===== config.mk =====
export PLATFORM = sky130hd
export DESIGN_NAME = led_color_fade_shader_core
export DESIGN_NICKNAME = d
export VERILOG_FILES = /design/src/hw/rtl/lcfs_pkg.sv /design/src/hw/rtl/lcfs_ramp.sv /design/src/hw/rtl/led_color_fade_shader_core.sv
export SDC_FILE = /design/constraint.sdc
export NUM_CORES = 1
export LEC_CHECK = 0
export ABC_AREA = 1
export BUFFER_PORTS_ARGS = -buffer_cell sky130_fd_sc_hd__buf_2
export CORE_UTILIZATION = 58
export CTS_CLUSTER_DIAMETER = 60
export DETAILED_ROUTE_END_ITERATION = 10
export PLACE_DENSITY = 0.8
export SLEW_MARGIN = 30
export SYNTH_ARGS = -nofsm -noshare
export SYNTH_HDL_FRONTEND = slang
export SYNTH_HIERARCHICAL = 1
export SYNTH_SLANG_ARGS = --single-unit
export TNS_END_PERCENT = 1

===== constraint.sdc =====
create_clock -name clk -period 8.4 [get_ports clk]
set_input_delay 1.68 -clock clk [delete_from_list [all_inputs] [get_ports clk]]
set_output_delay 1.68 -clock clk [all_outputs]
set_load 0.005 [all_outputs]

===== src/hw/rtl/lcfs_pkg.sv =====
// ----------------------------------------------------------------------------
// lcfs_pkg
// Shared types and constants for the LED colour fade shader.
// ----------------------------------------------------------------------------
`default_nettype none

package lcfs_pkg;

  typedef enum logic [1:0] {
    MODE_STATIC = 2'd0,
    MODE_FADE   = 2'd1,
    MODE_BIFADE = 2'd2,
    MODE_MONO   = 2'd3
  } shade_mode_t;

  localparam int unsigned ColW  = 8;
  localparam int unsigned StepW = 11;
  localparam int unsigned PosW  = 9;

  localparam logic [StepW-1:0] FADE_PERIOD  = 11'd1530;
  localparam logic [StepW-1:0] MONO_PERIOD  = 11'd510;
  localparam logic [StepW-1:0] STATIC_PER   = 11'd0;
  localparam logic [StepW-1:0] THIRD_LEN    = 11'd510;
  localparam logic [StepW-1:0] THIRD_LEN_X2 = 11'd1020;
  localparam logic [StepW-1:0] MONO_X2      = 11'd1020;
  localparam logic [StepW-1:0] MONO_X3      = 11'd1530;
  localparam logic [StepW-1:0] MONO_X4      = 11'd2040;
  localparam logic [PosW-1:0]  HALF_RAMP    = 9'd255;
  localparam logic [PosW-1:0]  RAMP_LEN     = 9'd510;

endpackage

`default_nettype wire


===== src/hw/rtl/lcfs_ramp.sv =====
// ----------------------------------------------------------------------------
// lcfs_ramp
// Scales one base level by a triangle level: base * lvl / 255, truncated.
// ----------------------------------------------------------------------------
`default_nettype none

module lcfs_ramp
  import lcfs_pkg::*;
(
  input  wire logic [ColW-1:0] base,
  input  wire logic [ColW-1:0] lvl,
  output logic      [ColW-1:0] level
);

  logic [2*ColW-1:0] prod;
  logic [2*ColW-1:0] adj;

  // floor(x / 255) = (x + (x >> 8) + 1) >> 8 over the product range
  assign prod  = base * lvl;
  assign adj   = prod + (prod >> ColW) + (2*ColW)'(1);
  assign level = adj[2*ColW-1:ColW];

endmodule

`default_nettype wire


===== src/hw/rtl/led_color_fade_shader_core.sv =====
// ----------------------------------------------------------------------------
// led_color_fade_shader_core
// Per-pixel colour shader: static, fade, bifade and monofade animation.
//
//   channel | handshake            | payload
//   --------+----------------------+-------------------------------------------
//   input   | start / busy         | in_red_in, in_green_in, in_blue_in, in_step
//   result  | out_valid (strobe)   | out_red_out, out_green_out, out_blue_out,
//           |                      | out_period
//   config  | cfg_valid/cfg_ready  | cfg_data (shade mode)
//
// One item per clock; busy is never raised. Each transfer passes through the
// input register, then step reduction, ramp multiply and /255 into the result
// register. The receiver cannot stall. Synchronous reset clears the valid
// flags and sets the mode to static.
// ----------------------------------------------------------------------------
`default_nettype none

module led_color_fade_shader_core
  import lcfs_pkg::*;
(
  input  wire logic             clk,
  input  wire logic             rst_n,
  input  wire logic             start,
  output logic                  busy,
  input  wire logic [ColW-1:0]  in_red_in,
  input  wire logic [ColW-1:0]  in_green_in,
  input  wire logic [ColW-1:0]  in_blue_in,
  input  wire logic [StepW-1:0] in_step,
  output logic                  out_valid,
  output logic      [ColW-1:0]  out_red_out,
  output logic      [ColW-1:0]  out_green_out,
  output logic      [ColW-1:0]  out_blue_out,
  output logic      [StepW-1:0] out_period,
  input  wire logic             cfg_valid,
  output logic                  cfg_ready,
  input  wire logic [1:0]       cfg_data
);

  shade_mode_t      mode_r;
  logic             in_vld_r;
  shade_mode_t      imode_r;
  logic [ColW-1:0]  base_r [3];
  logic [StepW-1:0] step_r;

  logic             res_vld_r;
  logic [ColW-1:0]  res_r [3];
  logic [StepW-1:0] per_r;

  logic [StepW-1:0] fade_s, fade_d1, fade_d2, mono_s;
  logic [2:0]       fade_m, mono_m, ramp_m;
  logic [PosW-1:0]  fade_pos, pos;
  logic [ColW-1:0]  tri_lvl;
  logic [PosW-1:0]  tri_down;
  logic [ColW-1:0]  ramped [3];
  logic [ColW-1:0]  res_nxt [3];
  logic [StepW-1:0] per_nxt;
  logic [ColW-1:0]  gb_max;

  assign busy      = 1'b0;
  assign cfg_ready = 1'b1;

  always_ff @(posedge clk) begin
    if (!rst_n) begin
      mode_r    <= MODE_STATIC;
      in_vld_r  <= 1'b0;
      res_vld_r <= 1'b0;
    end else begin
      if (cfg_valid && cfg_ready) begin
        mode_r <= shade_mode_t'(cfg_data);
      end
      in_vld_r  <= start && !busy;
      res_vld_r <= in_vld_r;
    end
  end

  always_ff @(posedge clk) begin
    if (start && !busy) begin
      imode_r   <= mode_r;
      base_r[0] <= in_red_in;
      base_r[1] <= in_green_in;
      base_r[2] <= in_blue_in;
      step_r    <= in_step;
    end
    res_r[0] <= res_nxt[0];
    res_r[1] <= res_nxt[1];
    res_r[2] <= res_nxt[2];
    per_r    <= per_nxt;
  end

  // fade: reduce mod 1530, then split into thirds
  always_comb begin
    fade_s  = (step_r >= FADE_PERIOD) ? step_r - FADE_PERIOD : step_r;
    fade_d1 = fade_s - THIRD_LEN;
    fade_d2 = fade_s - THIRD_LEN_X2;
    if (fade_s < THIRD_LEN) begin
      fade_m   = 3'b001;
      fade_pos = fade_s[PosW-1:0];
    end else if (fade_s < THIRD_LEN_X2) begin
      fade_m   = 3'b010;
      fade_pos = fade_d1[PosW-1:0];
    end else begin
      fade_m   = 3'b100;
      fade_pos = fade_d2[PosW-1:0];
    end
  end

  // monofade: reduce mod 510, pick largest channel, later wins ties
  always_comb begin
    if (step_r >= MONO_X4) begin
      mono_s = step_r - MONO_X4;
    end else if (step_r >= MONO_X3) begin
      mono_s = step_r - MONO_X3;
    end else if (step_r >= MONO_X2) begin
      mono_s = step_r - MONO_X2;
    end else if (step_r >= MONO_PERIOD) begin
      mono_s = step_r - MONO_PERIOD;
    end else begin
      mono_s = step_r;
    end
    gb_max = (base_r[1] > base_r[2]) ? base_r[1] : base_r[2];
    if (base_r[0] > gb_max) begin
      mono_m = 3'b001;
    end else if (base_r[1] > base_r[2]) begin
      mono_m = 3'b010;
    end else begin
      mono_m = 3'b100;
    end
  end

  always_comb begin
    unique case (imode_r)
      MODE_FADE: begin
        ramp_m  = fade_m;
        pos     = fade_pos;
        per_nxt = FADE_PERIOD;
      end
      MODE_BIFADE: begin
        ramp_m  = fade_m | {fade_m[1:0], fade_m[2]};
        pos     = fade_pos;
        per_nxt = FADE_PERIOD;
      end
      MODE_MONO: begin
        ramp_m  = mono_m;
        pos     = mono_s[PosW-1:0];
        per_nxt = MONO_PERIOD;
      end
      default: begin
        ramp_m  = 3'b000;
        pos     = fade_pos;
        per_nxt = STATIC_PER;
      end
    endcase
    tri_down = RAMP_LEN - pos;
    tri_lvl  = (pos < HALF_RAMP) ? pos[ColW-1:0] : tri_down[ColW-1:0];
  end

  for (genvar c = 0; c < 3; c++) begin : g_chan
    lcfs_ramp u_ramp (
      .base  (base_r[c]),
      .lvl   (tri_lvl),
      .level (ramped[c])
    );

    always_comb begin
      if (imode_r == MODE_STATIC) begin
        res_nxt[c] = base_r[c];
      end else if (ramp_m[c]) begin
        res_nxt[c] = ramped[c];
      end else begin
        res_nxt[c] = '0;
      end
    end
  end

  assign out_valid     = res_vld_r;
  assign out_red_out   = res_r[0];
  assign out_green_out = res_r[1];
  assign out_blue_out  = res_r[2];
  assign out_period    = per_r;

endmodule

`default_nettype wire


Yosys cells after proc, flatten, opt, wreduce, memory -nomap -nowiden
Memories as Yosys holds them, arrays and structs flattened.
Cells that the tools add are included.
{ "word_totals": {"regBits": 28, "ram_bits": 48, "in_bits": 41, "elab_cells": 63, "n_memories": 2} }
{ "op_classes": {"add_sub_neg": 13, "mul": 3, "n_lt_le_gt_ge": 9, "eq_ne": 3, "n_mux": 24, "bitwise_logic": 1, "n_reduce_logical": 2} }
{ "memory_table": {"columns": ["memory", "depth", "word_bits", "rd", "rd_clocked_by_memory_dff", "wr", "line_no", "rtl"], "rows": [
  ["base_r", 3, 8, 3, 0, 3, "led_color_fade_shader_core.sv:43", "logic [ColW-1:0] base_r [3];"],
  ["res_r", 3, 8, 3, 0, 3, "led_color_fade_shader_core.sv:47", "logic [ColW-1:0] res_r [3];"]
]} }
{ "ops": {"columns": ["op", "n"], "rows": [
  ["8-bit two-way mux", 8],
  ["9-bit two-way mux", 7],
  ["16-bit by 1-bit adder with 16-bit output (second input constant)", 3],
  ["16-bit by 8-bit adder with 16-bit output", 3],
  ["8-bit by 8-bit multiplier with 16-bit output", 3],
  ["9-bit subtractor (second input constant)", 5],
  ["11-bit greater-or-equal comparator (second input constant)", 2],
  ["11-bit case mux with 2 select lines", 1],
  ["8-bit greater-than comparator", 2],
  ["3-bit two-way mux", 4],
  ["11-bit by 10-bit greater-or-equal comparator with 1-bit output (second input constant)", 1],
  ["11-bit by 9-bit greater-or-equal comparator with 1-bit output (second input constant)", 1],
  ["11-bit by 10-bit less-than comparator with 1-bit output (second input constant)", 1],
  ["11-bit by 9-bit less-than comparator with 1-bit output (second input constant)", 1],
  ["11-bit two-way mux", 1],
  ["11-bit subtractor (second input constant)", 1],
  ["9-bit by 8-bit less-than comparator with 1-bit output (second input constant)", 1],
  ["3-bit case mux with 3 select lines", 1],
  ["8-bit subtractor (first input constant)", 1],
  ["2-bit == test (second input constant)", 2],
  ["3-bit OR", 1],
  ["2-bit by 1-bit == test with 1-bit output (second input constant)", 1],
  ["2-bit zero test", 1],
  ["1-bit two-way mux", 2],
  ["2-bit OR reduction", 1]
]} }

Logic depth before layout (Yosys ltp)
Gate-level depths: netlist of the first run.
{ "logic_depth": {"depth_word": 13, "mapped_depth": 60, "ltp_nobuf": 59} }

Cells and area by module
Netlist of the first run, hierarchy kept.
{ "by_module_without_submodules": {"columns": ["mod", "n_inst", "cells_each", "area_per_inst_um2", "seq_area_each_um2"], "rows": [
  ["led_color_fade_shader_core", 1, 532, 4362.9, 1731.7],
  ["lcfs_ramp (g_chan[2].u_ramp)", 1, 503, 3024.2, 0.0],
  ["lcfs_ramp (g_chan[1].u_ramp)", 1, 504, 3004.1, 0.0],
  ["lcfs_ramp (g_chan[0].u_ramp)", 1, 505, 3002.9, 0.0]
]} }

Worst setup path before layout of the first run
No wires, ideal clock.
{ "synth_path": {"path_type": "flip-flop to flip-flop", "startpoint": "register step_r[3]", "endpoint": "memory res_r[2][7] (netlist: res_r[0][23])", "setup_ns": 0.128, "t_arrival_ns": 7.788, "t_required_ns": 8.272, "slack_ns": 0.485, "path_stages_with_launch": 51, "cell_sequence": "edfxtp_1 > ha_1 > nand3_2 > nor2_4 > nand2_2 > nand3_4 > buf_12 > xor2_1 > ha_1 > nand4_2 > nand2_4 > nand3_1 > nand3_1 > nand2_1 > inv_1 > ha_1 > inv_1 > nor2_1 > [15 not listed] > inv_1 > nand2_1 > nand2_1 > nand2_1 > nand3_2 > a21oi_1 > o21bai_1 > xnor2_1 > ha_1 > inv_1 > nor2_2 > nand3_1 > nor2_1 > nand2_1 > nand3_1 > nand2_1 > nand3_1 > o21ai_0"} }
{ "synth_rtl": {"columns": ["element", "line_no", "rtl"], "rows": [
  ["from (decl)", "led_color_fade_shader_core.sv:44", "logic [StepW-1:0] step_r;"],
  ["from (signal assigned)", "led_color_fade_shader_core.sv:83", "step_r <= in_step;"],
  ["to (decl)", "led_color_fade_shader_core.sv:47", null]
]} }

==> impl_metrics.json, run 1 <==
{
  "fill_cells": 1888,
  "utilization": 0.679,
  "viasPerCell": 5.30,
  "r2r-start": "step_r[7]$_DFFE_PP_",
  "crit_path_start": "step_r[7]$_DFFE_PP_",
  "max-slew-margin-rel": 0.320,
  "drt-initial-drc-count": 858,
  "yosysWarnings": 6,
  "r2r_setup_slack_ns": 0.30,
  "wire_per_inst_um": 14.8,
  "insertion_delay_ns": 0.36,
  "synthToLayoutAreaGrowth_pct": 14.7,
  "cts_root_buffer": "clkbuf_16",
  "finalCritPeriodShare": 0.964,
  "drc": 0,
  "max_slew.worst_pin.slew_ns": 1.02,
  "worst-r2r-cell-count": 51,
  "crit_family": "simple AND/OR/NAND/NOR gates",
  "dieArea_mm2": 0.0237,
  "ctsLongestPathBuffers": 2,
  "die_w_um": 154,
  "timing_hold_violations_final": 0,
  "grt_setup_unrepaired": "yes",
  "cts.reportedPaths.clkPinSlew_ns": 0.07,
  "status": "finished, final reports clean",
  "reg2reg_to": "res_r[0][15]$_DFF_P_",
  "synthesis.area_mm2": 0.0134,
  "slowest_delay_ns": 0.54,
  "gp_congestion": 0.973,
  "grt_max_degree": 39,
  "diodes": 0,
  "core.rowCount": 55,
  "cts_tree": "done",
  "synth_top_area_cell": "nand2_1",
  "critPathCaptureType": "flop",
  "synth_top_area_frac": 0.182,
  "cap_violations": 0,
  "drive_gt1_frac": 0.156,
  "yosysUniqueCellTypes": 49,
  "start_util": 0.592,
  "syn_inst": 2044,
  "synth_edf_count": 37,
  "path_depth": 51,
  "grt_pass1_wl_um": 56400,
  "seqCellArea_mm2": 0.00173,
  "drt-total-wl_um": 35900,
  "cts.sinks": 68,
  "ctsHtreeMaxLevel": 3,
  "synth_area_leaders": "nand2_1 (18%), fa_1 (16%), ha_1 (15%), inv_1 (14%), edfxtp_1 (8.3%)",
  "cp_common_cell": "nand2_1",
  "synthTopCellsByCount": "nand2_1 (649), inv_1 (495), nand3_1 (160)",
  "crit_type": "reg -> reg",
  "cp-start-kind": "flop",
  "num_vias": 12900,
  "synth_seq_cells": 68,
  "worst-path-buf-inv": 11,
  "synth.avg_cell_area_um2": 6.55,
  "groute.usage.overall": 0.293,
  "max_clock_freq_ghz": 0.123,
  "io_buffers": 74,
  "cts_made_buffers": 9,
  "die_y_um": 154,
  "synthArstFlopShare": 0,
  "critPathArrivalTime_ns": 8.40,
  "hold_path.class": "reg -> reg",
  "dp_hpwl_um": 26900,
  "ant_nets": 0,
  "cp_slowest_cell": "fa_1",
  "ys_seq_area_frac": 0.129,
  "multiInputGateArea_mm2": 0.0100,
  "setup_viol": 0,
  "synth_ff_type": "edfxtp_1",
  "fin_crit_ns": 8.10,
  "cp.required_ns": 8.70,
  "ios": 79,
  "fin_nets": 2450,
  "fin_skew_ns": 0.0191,
  "critPathCapture": "res_r[0][15]$_DFF_P_",
  "gr-total-overflow": 0,
  "coreArea_mm2": 0.0226,
  "grt_pass1_vias": 12200,
  "worstPathMaxFanout": 12,
  "antenna_found_initial": 0,
  "slew_violations": 0,
  "synth_most_common_cell": "nand2_1",
  "firstDrtPassIters": 5
}
[cell type report]
type | instances | area share
Clock inverter | 7 | 0.00521
Clock buffer | 9 | 0.0147
Tap cell | 285 | 0.0232
Multi-Input combinational cell | 1410 | 0.651
Timing Repair Buffer | 154 | 0.0702
Inverter | 502 | 0.123
Sequential cell | 68 | 0.113
[repair_timing]
action                                  CTS  global route
pin swaps                                 0            40
endpoints found under the setup margin   24            24
buffers inserted                          2            28
resized for setup                         3           114
hold buffers                              0             0
gates cloned                              0             3
[logic make-up (layout without fill, tap and decap cells)]
logic type | Yosys count | in the layout | synth area share
AOI/OAI and AO/OA | 106 | 106 | 0.0444
adders and majority gates | 264 | 264 | 0.307
DFF | 68 | 68 | 0.129
other | 2 | 4 | 0.000561
and+or+nand+nor | 1005 | 1006 | 0.332
buffers and inverters | 569 | 672 | 0.165
xor gates and xnor gates | 30 | 30 | 0.0219
[placed cells by master, fill, tap and decap left out, drive strengths merged]
master,instances
a211oi,3
a21o,1
a21oi,44
a31oi,3
and3,1
buf,152
bufinv,1
clkbuf,11
clkinv,1
clkinvlp,2
conb,4
dfxtp,31
edfxtp,37
fa,108
ha,156
inv,505
nand2,675
nand3,176
nand3b,2
nand4,43
nor2,100
nor3,6
nor3b,1
nor4,1
o211ai,7
o21ai,40
o21bai,5
o221ai,2
o22ai,1
or2,1
xnor2,9
xor2,21
[metrics by stage]
stage               worst slack, ns  std cells  setup TNS, ns  cell area, um^2  hold slack, ns
finish                        0.299       2435              0            15400           0.405
global route                 -0.193       2435          -2.64            15400           0.438
CTS                         0.00137       2404              0            14600           0.408
detailed placement           -0.183       2386          -1.38            14200           0.410
global placement            -0.0324       2386        -0.0324            14200           0.397
floorplan                     0.485       2046              0            13400           0.390
[metal layers]
layer / track usage / routed length [um]
met1: 0.378 / 15000
met2: 0.505 / 17200
met3: 0.0375 / 2430
met4: 0.102 / 1300
met5: 0 / 0
[flip-flops by register name (all words and copies together), names as in the netlist]
register,cells
base_r,24
imode_r,2
in_vld_r,1
mode_r,2
out_period,3
out_valid,1
res_r,24
step_r,11
[tightest hold or removal path, stage by stage (launching register included)]
cell and delay, ns:
dfxtp_1 0.30, nand2_1 0.05, inv_1 0.03
[worst min-delay path by stage]
stage	startpoint	to	slack (ns)	depth (start not counted)
after floorplan	in_vld_r$_SDFF_PN0_	out_valid$_SDFF_PN0_	0.39	2
after global placement	in_vld_r$_SDFF_PN0_	out_valid$_SDFF_PN0_	0.40	2
after detailed placement	in_vld_r$_SDFF_PN0_	out_valid$_SDFF_PN0_	0.41	2
after CTS	in_vld_r$_SDFF_PN0_	out_valid$_SDFF_PN0_	0.41	2
after global routing	in_vld_r$_SDFF_PN0_	out_valid$_SDFF_PN0_	0.44	2
final	in_vld_r$_SDFF_PN0_	out_valid$_SDFF_PN0_	0.40	2
Power of run 1 is not shown: default switching activity piles up to over one toggle a cycle in this logic, so the estimate is an artifact.
==> run 2, diff against run 1 <==
Settings changed: CORE_UTILIZATION 58 to 59, CTS_BUF_LIST set to sky130_fd_sc_hd__clkbuf_8, PLACE_DENSITY 0.8 to 0.81.
==> run 2 against run 1 <==
  * The flow now finishes with violations (DRC)
  * Register-to-register slack is essentially flat
  * Global-route usage increased by 1.3 points
  * Sequential share of layout area down 0.067 points
  * Clock skew is 0.0022 ns lower
  * Critical endpoint is now res_r[0][23]$_DFF_P_
  * Critical path type unchanged
  * Routed wire length rose by 2.2%
==> impl_metrics.json, run 2 (synthesized netlist as in run 1, its figures left out) <==
{
  "max_slew.worst_pin.slew_ns": 0.847,
  "diodes": 0,
  "design_area_mm2": 0.0155,
  "synthToLayoutAreaGrowth_pct": 15.4,
  "worst-path-buf-inv": 9,
  "cts.sinks": 68,
  "fin_nets": 2471,
  "grt_pass1_wl_um": 57900,
  "num_vias": 13200,
  "drt-total-wl_um": 36700,
  "crit_family": "adder cells",
  "final_common_cell": "nand2_1",
  "ios": 79,
  "drt-initial-drc-count": 975,
  "max_clock_freq_ghz": 0.124,
  "crit_type": "reg -> reg",
  "cts_made_buffers": 9,
  "insertion_delay_ns": 0.39,
  "cap_violations": 0,
  "io_buffers": 74,
  "worstPathMaxFanout": 7,
  "slowest_delay_ns": 0.56,
  "firstDrtPassIters": 11,
  "ctsHtreeMaxLevel": 3,
  "fin_skew_ns": 0.0169,
  "slew_violations": 0,
  "setup_viol": 0,
  "finalCritPeriodShare": 0.963,
  "critPathCaptureType": "flop",
  "cts.reportedPaths.clkPinSlew_ns": 0.09,
  "status": "complete, but fails checks",
  "worst-r2r-cell-count": 46,
  "grt_pass1_vias": 12200,
  "ctsLongestPathBuffers": 2,
  "core.rowCount": 54,
  "cp-start-kind": "flop",
  "reg_top3": "base_r x24, res_r x24, step_r x11",
  "timing_hold_violations_final": 0,
  "mostFrequentLayoutCells": "nand2_1 (621), inv_1 (485), nand3_1 (155)",
  "r2r-start": "step_r[2]$_DFFE_PP_",
  "viasPerCell": 5.37,
  "hold_path_startpoint": "in_vld_r$_SDFF_PN0_",
  "placed_area_mm2": 0.0142,
  "gp_congestion": 0.942,
  "holdBufCountCts": 0,
  "die_y_um": 153,
  "die_w_um": 153,
  "critPathArrivalTime_ns": 8.34,
  "grt_max_degree": 39,
  "violations": "DRC",
  "cp.required_ns": 8.64,
  "min_path_cells": 2,
  "antenna_found_initial": 0,
  "cts_root_buffer": "clkbuf_8",
  "drive_gt1_frac": 0.170,
  "cts_tree": "done",
  "dp_hpwl_um": 28400,
  "hold_path.class": "reg -> reg",
  "wire_per_inst_um": 15.0,
  "crit_path_start": "step_r[2]$_DFFE_PP_",
  "dieArea_mm2": 0.0233,
  "path_depth": 46,
  "ant_nets": 0,
  "drc": 3,
  "cp_slowest_cell": "fa_1",
  "gr-total-overflow": 0,
  "groute.usage.overall": 0.307,
  "start_util": 0.608,
  "fin_crit_ns": 8.09,
  "coreArea_mm2": 0.0220,
  "grt_setup_unrepaired": "yes",
  "max-slew-margin-rel": 0.435
}
## run 2: cell count changes in the layout (fill, tap and decap cells not counted), sizes merged
cell / change
clkinv: +3
nand3: +1
inv: -3
buf: +20
## run 2: worst paths after layout
check	end	slack [ns]
min	out_valid$_SDFF_PN0_	0.43
max reg2reg	res_r[0][23]$_DFF_P_	0.31
min reg2reg	out_valid$_SDFF_PN0_	0.43
max	res_r[0][23]$_DFF_P_	0.31
## run 2: area by class of cell
type	instances	area (um^2)
Multi-Input combinational cell	1411	10100
Fill cell	1844	6570
Inverter	502	1890
Sequential cell	68	1730
Timing Repair Buffer	174	1180
Tap cell	280	350
Clock buffer	9	124
Clock inverter	7	75.1
## run 2: metrics by stage
stage / std cells / hold WS [ns] / util / setup WS, ns / TNS (ns)
after floorplan: 2046 / 0.390 / - / 0.485 / 0
after global placement: 2385 / 0.399 / 0.645 / -0.0748 / -0.162
after detailed placement: 2385 / 0.406 / 0.646 / -0.116 / -0.353
after CTS: 2401 / 0.426 / 0.655 / 0.0157 / 0
after global routing: 2451 / 0.445 / 0.702 / -0.225 / -1.73
final: 2451 / 0.426 / 0.702 / 0.308 / 0
## run 2: what timing repair did
| item | CTS | global route |
|---|---|---|
| endpoints found under the setup margin | 19 | 24 |
| buffers inserted | 0 | 45 |
| cloned | 0 | 4 |
| pin swaps | 0 | 62 |
| gates resized for setup | 3 | 140 |
## run 2: per-layer routing
layer | vias to the layer above | share of wire | routed length, um | GRT usage
met4 | 0 | 0.039 | 1420 | 0.126
met3 | 103 | 0.060 | 2210 | 0.0381
met2 | 504 | 0.48 | 17700 | 0.523
met5 | - | 0 | 0 | 0
met1 | 6117 | 0.42 | 15400 | 0.394
li1 | 6432 | - | - | -
## run 2: worst reg2reg max path, delay by kind of cell, from the launching register on
family | cells | cell delay [ns]
fa+ha+maj | 8 | 3.11
simple gates | 24 | 2.59
buf+inv | 9 | 1.03
flops | 1 | 0.43
compound gates | 3 | 0.43
xor+xnor | 2 | 0.36
Power of run 2 is left out for the same reason.
